<file path="src/design/itrd_pkg.sv">
// Shared types, register map and helpers for the radix digit converter.
package itrd_pkg;

    // Configuration port geometry: 64-bit registers at 8-byte strides
    localparam int unsigned CFG_DATA_W = 64;
    localparam int unsigned CFG_ADDR_W = 5;

    // Register indexes (paddr[4:3])
    localparam logic [1:0] REG_RADIX      = 2'd0;
    localparam logic [1:0] REG_CHARS_LOW  = 2'd1;
    localparam logic [1:0] REG_CHARS_HIGH = 2'd2;

    // Register reset values
    localparam logic [4:0]  RADIX_RST      = 5'd10;
    localparam logic [63:0] CHARS_LOW_RST  = 64'h3736_3534_3332_3130; // "01234567"
    localparam logic [63:0] CHARS_HIGH_RST = 64'h6665_6463_6261_3938; // "89abcdef"

    // Broadcast control from the sequencer to every cell of the row
    typedef struct packed {
        logic clear;  // zero the digit, drop any conversion in flight
        logic shift;  // move digits one cell toward the top
    } t_cell_ctrl;

    // Character lookup in the 16-entry digit table
    function automatic logic [7:0] char_of(
        input logic [3:0]  d,
        input logic [63:0] chars_low,
        input logic [63:0] chars_high
    );
        logic [63:0] sel;
        sel = d[3] ? chars_high : chars_low;
        return sel[{d[2:0], 3'b000} +: 8];
    endfunction

endpackage

</file>
<file path="src/design/integer_to_radix_digits_core.sv">
// Top level: value to radix digit characters, most significant digit first.
//
// Converts an unsigned or signed (magnitude taken) value into digits of the
// configured radix and sends one item per digit, most significant first, each
// carrying its table character, the total digit count and a last flag. The
// conversion runs through a row of VALUE_BITS digit cells: value bits enter
// the bottom cell MSB first, one per cycle, and each cell registers the carry
// it hands to the next one. The row then shifts toward the top cell, first
// skipping leading zeros and then emitting one digit per unstalled cycle,
// VALUE_BITS shifts in all; the skip phase ends without a shift. One item is
// in work at a time: the next is taken only once the last digit has gone out.
// With radix below two an item is taken and dropped; radix above MAX_RADIX is
// used as MAX_RADIX.
module integer_to_radix_digits_core
    import itrd_pkg::*;
#(
    parameter int unsigned VALUE_BITS = 64,
    parameter int unsigned MAX_RADIX  = 16
) (
    input  logic                  i_clk,
    input  logic                  i_rst_n,
    // input channel
    input  logic                  i_in_valid,
    output logic                  o_in_stall,
    input  logic [63:0]           i_value_bits,
    input  logic                  i_mode,
    // output channel
    output logic                  o_out_valid,
    input  logic                  i_out_stall,
    output logic [7:0]            o_digit_char,
    output logic [6:0]            o_digit_count,
    output logic                  o_last,
    // configuration port
    input  logic                  psel,
    input  logic                  penable,
    input  logic                  pwrite,
    input  logic [CFG_ADDR_W-1:0] paddr,
    input  logic [CFG_DATA_W-1:0] pwdata,
    output logic [CFG_DATA_W-1:0] prdata,
    output logic                  pready
);

    localparam int unsigned NCELLS  = VALUE_BITS;
    localparam int unsigned DIGIT_W = (MAX_RADIX > 2) ? $clog2(MAX_RADIX) : 1;
    localparam int unsigned CNT_W   = $clog2(2 * VALUE_BITS);
    localparam logic [CNT_W-1:0] FEED_LEN  = CNT_W'(VALUE_BITS);
    localparam logic [CNT_W-1:0] CONV_LAST = CNT_W'(VALUE_BITS + NCELLS - 2);
    localparam logic [CNT_W-1:0] SKIP_MAX  = CNT_W'(NCELLS - 1);

    // Sequencer states
    localparam logic [1:0] ST_IDLE = 2'd0;
    localparam logic [1:0] ST_CONV = 2'd1;
    localparam logic [1:0] ST_SCAN = 2'd2;
    localparam logic [1:0] ST_EMIT = 2'd3;

    logic [4:0]            r_radix;
    logic [63:0]           r_chars_low;
    logic [63:0]           r_chars_high;
    logic [1:0]            r_state;
    logic [CNT_W-1:0]      r_cnt;
    logic [VALUE_BITS-1:0] r_val;
    logic [6:0]            r_count;
    logic [6:0]            r_idx;

    logic                  w_cfg_wr;
    logic [1:0]            w_cfg_idx;
    logic                  w_in_acc;
    logic                  w_out_acc;
    logic [DIGIT_W:0]      w_radix_eff;
    logic [VALUE_BITS-1:0] w_value;
    logic [VALUE_BITS-1:0] w_mag;
    logic                  w_feed;
    logic [DIGIT_W-1:0]    w_top;
    logic                  w_top_zero;
    t_cell_ctrl            w_ctrl;

    logic                  w_en    [NCELLS];
    logic                  w_carry [NCELLS];
    logic [DIGIT_W-1:0]    w_digit [NCELLS];

    // Configuration registers
    assign w_cfg_idx = paddr[4:3];
    assign w_cfg_wr  = psel && penable && pwrite && pready;
    assign pready    = 1'b1;

    always_ff @(posedge i_clk) begin
        if (!i_rst_n) begin
            r_radix      <= RADIX_RST;
            r_chars_low  <= CHARS_LOW_RST;
            r_chars_high <= CHARS_HIGH_RST;
        end else if (w_cfg_wr) begin
            unique case (w_cfg_idx)
                REG_RADIX:      r_radix      <= pwdata[4:0];
                REG_CHARS_LOW:  r_chars_low  <= pwdata;
                REG_CHARS_HIGH: r_chars_high <= pwdata;
                default: ;
            endcase
        end
    end

    always_comb begin
        unique case (w_cfg_idx)
            REG_RADIX:      prdata = {59'd0, r_radix};
            REG_CHARS_LOW:  prdata = r_chars_low;
            REG_CHARS_HIGH: prdata = r_chars_high;
            default:        prdata = '0;
        endcase
    end

    // Saturated radix for the cells
    assign w_radix_eff = (r_radix > 5'(MAX_RADIX)) ? (DIGIT_W + 1)'(MAX_RADIX)
                                                   : (DIGIT_W + 1)'(r_radix);

    // Magnitude of the incoming value
    assign w_value = i_value_bits[VALUE_BITS-1:0];
    assign w_mag   = (i_mode && w_value[VALUE_BITS-1]) ? (~w_value + 1'b1) : w_value;

    // Handshakes
    assign o_in_stall  = (r_state != ST_IDLE);
    assign w_in_acc    = i_in_valid && !o_in_stall;
    assign o_out_valid = (r_state == ST_EMIT);
    assign w_out_acc   = o_out_valid && !i_out_stall;

    assign w_feed     = (r_state == ST_CONV) && (r_cnt < FEED_LEN);
    assign w_top      = w_digit[NCELLS-1];
    assign w_top_zero = (w_top == '0);

    // Row control
    always_comb begin
        w_ctrl.clear = w_in_acc;
        w_ctrl.shift = ((r_state == ST_SCAN) && w_top_zero && (r_cnt < SKIP_MAX))
                       || w_out_acc;
    end

    // Sequencer
    always_ff @(posedge i_clk) begin
        if (!i_rst_n) begin
            r_state <= ST_IDLE;
            r_cnt   <= '0;
            r_count <= '0;
            r_idx   <= '0;
        end else begin
            unique case (r_state)
                ST_IDLE: begin
                    if (w_in_acc && (r_radix >= 5'd2)) begin
                        r_state <= ST_CONV;
                        r_cnt   <= '0;
                    end
                end
                ST_CONV: begin
                    if (r_cnt == CONV_LAST) begin
                        r_state <= ST_SCAN;
                        r_cnt   <= '0;
                    end else begin
                        r_cnt <= r_cnt + 1'b1;
                    end
                end
                ST_SCAN: begin
                    if (w_top_zero && (r_cnt < SKIP_MAX)) begin
                        r_cnt <= r_cnt + 1'b1;
                    end else begin
                        r_state <= ST_EMIT;
                        r_count <= 7'(NCELLS) - 7'(r_cnt);
                        r_idx   <= '0;
                    end
                end
                ST_EMIT: begin
                    if (w_out_acc) begin
                        r_idx <= r_idx + 1'b1;
                        if (o_last) begin
                            r_state <= ST_IDLE;
                        end
                    end
                end
                default: r_state <= ST_IDLE;
            endcase
        end
    end

    // Value bits, MSB first into the bottom cell
    always_ff @(posedge i_clk) begin
        if (w_in_acc) begin
            r_val <= w_mag;
        end else if (w_feed) begin
            r_val <= {r_val[VALUE_BITS-2:0], 1'b0};
        end
    end

    // Row of digit cells, cell 0 least significant
    for (genvar g = 0; g < NCELLS; g++) begin : g_cell
        if (g == 0) begin : g_first
            itrd_cell #(.DIGIT_W(DIGIT_W)) u_cell (
                .i_clk   (i_clk),
                .i_rst_n (i_rst_n),
                .i_ctrl  (w_ctrl),
                .i_radix (w_radix_eff),
                .i_en    (w_feed),
                .i_carry (r_val[VALUE_BITS-1]),
                .i_digit ('0),
                .o_en    (w_en[g]),
                .o_carry (w_carry[g]),
                .o_digit (w_digit[g])
            );
        end else begin : g_next
            itrd_cell #(.DIGIT_W(DIGIT_W)) u_cell (
                .i_clk   (i_clk),
                .i_rst_n (i_rst_n),
                .i_ctrl  (w_ctrl),
                .i_radix (w_radix_eff),
                .i_en    (w_en[g-1]),
                .i_carry (w_carry[g-1]),
                .i_digit (w_digit[g-1]),
                .o_en    (w_en[g]),
                .o_carry (w_carry[g]),
                .o_digit (w_digit[g])
            );
        end
    end

    // Output character straight from the top cell, count and last flag from the sequencer
    assign o_digit_char  = char_of(4'(w_top), r_chars_low, r_chars_high);
    assign o_digit_count = r_count;
    assign o_last        = (r_idx == (r_count - 7'd1));

endmodule

</file>
<file path="src/design/itrd_cell.sv">
// One digit cell: doubles its digit plus incoming carry modulo the radix.
module itrd_cell
    import itrd_pkg::*;
#(
    parameter int unsigned DIGIT_W = 4
) (
    input  logic               i_clk,
    input  logic               i_rst_n,
    input  t_cell_ctrl         i_ctrl,
    input  logic [DIGIT_W:0]   i_radix,
    input  logic               i_en,
    input  logic               i_carry,
    input  logic [DIGIT_W-1:0] i_digit,
    output logic               o_en,
    output logic               o_carry,
    output logic [DIGIT_W-1:0] o_digit
);

    logic [DIGIT_W-1:0] r_digit;
    logic               r_carry;
    logic               r_en;
    logic [DIGIT_W:0]   w_sum;
    logic               w_ge;
    logic [DIGIT_W-1:0] n_digit;

    // 2*d + c, reduced once: d < radix keeps the sum below 2*radix
    assign w_sum   = {r_digit, i_carry};
    assign w_ge    = (w_sum >= i_radix);
    always_comb begin
        n_digit = w_ge ? DIGIT_W'(w_sum - i_radix) : DIGIT_W'(w_sum);
    end

    // Conversion wavefront token
    always_ff @(posedge i_clk) begin
        if (!i_rst_n) begin
            r_en <= 1'b0;
        end else begin
            r_en <= i_en && !i_ctrl.clear;
        end
    end

    // Digit and carry toward the next cell
    always_ff @(posedge i_clk) begin
        if (i_ctrl.clear) begin
            r_digit <= '0;
        end else if (i_ctrl.shift) begin
            r_digit <= i_digit;
        end else if (i_en) begin
            r_digit <= n_digit;
        end
        r_carry <= w_ge;
    end

    assign o_en    = r_en;
    assign o_carry = r_carry;
    assign o_digit = r_digit;

endmodule

</file>
<file path="config.mk">
export PLATFORM = sky130hd
export DESIGN_NAME = integer_to_radix_digits_core
export DESIGN_NICKNAME = d
export VERILOG_FILES = /design/src/design/itrd_pkg.sv /design/src/design/integer_to_radix_digits_core.sv /design/src/design/itrd_cell.sv
export SDC_FILE = /design/constraint.sdc
export NUM_CORES = 2
export LEC_CHECK = 0
export BUFFER_PORTS_ARGS = -buffer_cell sky130_fd_sc_hd__buf_2
export CORE_ASPECT_RATIO = 1.75
export CORE_MARGIN = 2
export CORE_UTILIZATION = 54
export CTS_BUF_LIST = sky130_fd_sc_hd__clkbuf_2
export CTS_CLUSTER_SIZE = 8
export DETAILED_ROUTE_END_ITERATION = 10
export PLACE_DENSITY = 0.72
export SLEW_MARGIN = 25
export SYNTH_ARGS = -nofsm -noshare
export SYNTH_HDL_FRONTEND = slang
export SYNTH_SLANG_ARGS = --single-unit
</file>
<file path="constraint.sdc">
create_clock -name i_clk -period 8.4 [get_ports i_clk]
set_input_delay 1.68 -clock i_clk [delete_from_list [all_inputs] [get_ports i_clk]]
set_output_delay 1.68 -clock i_clk [all_outputs]
set_load 0.02 [all_outputs]
</file>
==> flow_metrics.env <==
export IMPL_cts_hold_buf=0
export IMPL_coreArea_um2=70700
export IMPL_cap_violations=0
export IMPL_critPathLaunch="g_cell[63].g_next.u_cell.o_digit[3]"
export IMPL_synthCells=4570
export IMPL_ys_seq_elements=602
export IMPL_synth_area_top_cells="dfxtp_1 (28%), ha_1 (11%), nand2_1 (6.7%), o21ai_0 (5.2%), edfxtp_1 (5.0%)"
export IMPL_ctsResizeCount=0
export IMPL_period_needed_ns=5.731
export IMPL_vdd_drop_max_v=0.0001672
export IMPL_nFillCells=6608
export IMPL_min_period_over_period_pct=68.23
export IMPL_gp_congestion=0.8654
export IMPL_post_synth_top_count_cell="nand2_1"
export IMPL_die_x_um=205.8
export IMPL_min_path_type="flip-flop to flip-flop"
export IMPL_ff2ff_path_depth=10
export IMPL_numCtsBuffers=148
export IMPL_grt_antenna_before_repair=4
export IMPL_worstPathCellList="buf_4 > mux2i_1 > a221oi_1 > a22oi_1 > o21ai_0 > buf_2"
export IMPL_io_pins=224
export IMPL_cp_max_fo=52
export IMPL_synth_edff_count=64
export IMPL_start_util_pct=54.44
export IMPL_cts_buffer_depth=3
export IMPL_cts_tree="done"
export IMPL_syn_cell_area_um2=38490
export IMPL_htree_levels=4
export IMPL_p_leak_nw=17.05
export IMPL_worstReg2RegEnd="g_cell[33].g_next.u_cell.o_digit[2]"
export IMPL_hold_viol_final=0
export IMPL_multi_input_area_um2=24130
export IMPL_grt_max_degree=224
export IMPL_port_buffers=219
export IMPL_postRouteWirelength_um=103700
export IMPL_drive_gt1_share_pct=10.87
export IMPL_p_per_area_nw_per_um2=219.6
export IMPL_fin_nets=5267
export IMPL_async_flop_share_pct=0
export IMPL_crit_slowest_cell="a221oi_1"
export IMPL_yosysWarnings=0
export IMPL_timing_critical_path_to="o_digit_char[7]"
export IMPL_end_kind="output pin"
export IMPL_path_class="flip-flop to output pin"
export IMPL_power_total_mw=9.105
export IMPL_drc=0
export IMPL_drtIter0Drc=2138
export IMPL_post_place_ws_ns=3.315
export IMPL_synth_compound_area_share_pct=24.75
export IMPL_synth_distinct_cells=73
export IMPL_slew_violations=0
export IMPL_antenna_left=0
export IMPL_critPathRequiredTime_ns=6.72
export IMPL_synth_top_area_share_pct=27.98
export IMPL_num_vias=34642
export IMPL_post_drt_wl_per_cell_um=18.00
export IMPL_fin_setup_tns_ns=0
export IMPL_synth_fa_ha_area_share_pct=14.09
export IMPL_yosys_top_cells_count="nand2_1 (685), dfxtp_1 (538), o21ai_0 (401)"
export IMPL_viasPerCell=6.014
export IMPL_synth_area_leader_cell="dfxtp_1"
export IMPL_clk_latency_ns=1.45
export IMPL_area_growth_pct=7.701
export IMPL_clock_fmax_mhz=174.5
export IMPL_synth_top_family_by_area="compound AO/OA/AOI/OAI gates"
export IMPL_crit_arrival_ns=4.05
export IMPL_rsz0062_at_grt="false"
export IMPL_status="complete, no violations"
export IMPL_grt_overflow=0
export IMPL_crit_path_max_incr_delay_ns=0.91
export IMPL_clkSinkCount=602
export IMPL_num_rows=129
export IMPL_synth_main_ff_cell="dfxtp_1"
export IMPL_synth_seq_area_share_pct=32.98
export IMPL_syn_avg_cell_area_um2=8.422
export IMPL_die_area_um2=73510
export IMPL_synth_mux_area_share_pct=5.523
export IMPL_grt_pass1_vias=34522
export IMPL_synth_nets=5106
export IMPL_postCtsSetupRepairBufs=0
export IMPL_finalWorstSetupSlack_ns=2.669
export IMPL_cp_start_kind="flip-flop"
export IMPL_hpwl_um=67390
export IMPL_die_h_um=357.2
export IMPL_fin_worst_skew_ns=0.1089
export IMPL_grt_first_pass_wirelength_um=169300
export IMPL_reg2reg_slack_ns=4.30
export IMPL_drtPass1Iterations=6
export IMPL_root_buffer="clkbuf_2"
export IMPL_synth_xor_area_share_pct=3.358
export IMPL_relSlewSlack_pct=24.36
export IMPL_r2r_start="r_radix[4]"
export IMPL_clk_transition_reported_paths_ns=0.12
export IMPL_synth_simple_area_share_pct=14.72
export IMPL_tightest_slew_ns=1.135
export IMPL_setup_violations=0
export IMPL_gr_usage_all_layers_pct=28.18
export IMPL_register_area_um2=12690
-- power by group --
group          total [mW]  internal [mW]  leakage, nW  switching, mW
Clock                1.98          0.700        0.970           1.28
Combinational        3.37           1.22         11.1           2.15
Sequential           3.76           3.49         5.00          0.268
-- layout make-up --
class	count	share of cell area, %
well taps	917	2.768
flip-flops and latches	602	30.62
clock inverters	56	0.7184
clock buffers	203	2.451
multi-input cells	3516	58.22
inverters	216	1.968
repair buffers	247	3.236
diodes	3	0.01811
-- registers in the layout (all words and copies together) (netlist names), 62 cells and up --
signal and cells:
g_cell.g_next.u_cell.o_en 62, g_cell.g_next.u_cell.o_carry 62, r_chars_low 64, r_val 64, g_cell.g_next.u_cell.o_digit 252, r_chars_high 64
-- worst max-delay path: cells and delay by family (launching register included) --
kind | cells | cell delay [ns]
compound gates | 3 | 1.19
buf+inv | 2 | 0.87
flops | 1 | 0.33
mux | 1 | 0.19
-- how the worst min path moves through the flow --
stage / start / endpoint / slack (ns) / cells after the start
detailed placement: r_chars_low[23] / r_chars_low[23] / 0.47 / 2
CTS: pwdata[60] / r_chars_low[60] / 0.32 / 3
global route: pwdata[52] / r_chars_low[52] / 0.36 / 3
global placement: r_chars_high[55] / r_chars_high[55] / 0.47 / 2
floorplan: r_chars_high[17] / r_chars_high[17] / 0.45 / 2
finish: g_cell[21].g_next.u_cell.o_digit[2] / g_cell[22].g_next.u_cell.o_digit[2] / 0.44 / 2
-- per-layer routing --
layer | track usage (%) | part of all wire, %
met5 | 0 | 0.014
met4 | 14.36 | 4.2
met3 | 5.120 | 5.0
met2 | 51.78 | 52
met1 | 30.59 | 39
-- layout by cell type (no fill, tap or decap), types with 32 or more instances in the layout --
master,Yosys,final
a21boi_0,74,74
mux2i_1,173,173
nor2b_1,78,74
o21ai_0,401,401
nand2_1,685,680
edfxtp_1,64,64
nand2b_1,34,34
a22o_1,59,59
ha_1,331,331
clkbuf_2,0,203
fa_1,64,64
o2bb2ai_1,32,32
a41o_1,62,62
buf_2,41,218
and3_1,65,65
a211oi_1,67,67
nand3_1,76,76
inv_1,216,214
clkinv_1,0,35
xnor2_1,117,117
a31oi_1,166,166
o211ai_1,127,127
dfxtp_1,538,536
o31ai_1,40,40
a21oi_1,326,325
nor2_1,249,249
a21o_1,66,65
-- logic make-up after synthesis --
family / after synthesis
AND/OR/NAND/NOR: 1283
adder cells (fa/ha/maj): 395
XOR/XNOR: 146
flip-flops: 602
multiplexers: 192
AO/OA/AOI/OAI: 1499
buffers and inverters: 452
other: 1
-- per-stage QoR --
step / utilization [%] / std cells / hold WS (ns) / instance area (um2)
after floorplan: - / 4570 / 0.4530 / 38490
after global placement: 56.75 / 5498 / 0.4651 / 40120
after detailed placement: 56.75 / 5498 / 0.4733 / 40120
after CTS: 58.61 / 5757 / 0.3193 / 41430
after global routing: 58.64 / 5760 / 0.3573 / 41450
final: 58.64 / 5760 / 0.4374 / 41450
(Power assumes the default switching activity.)
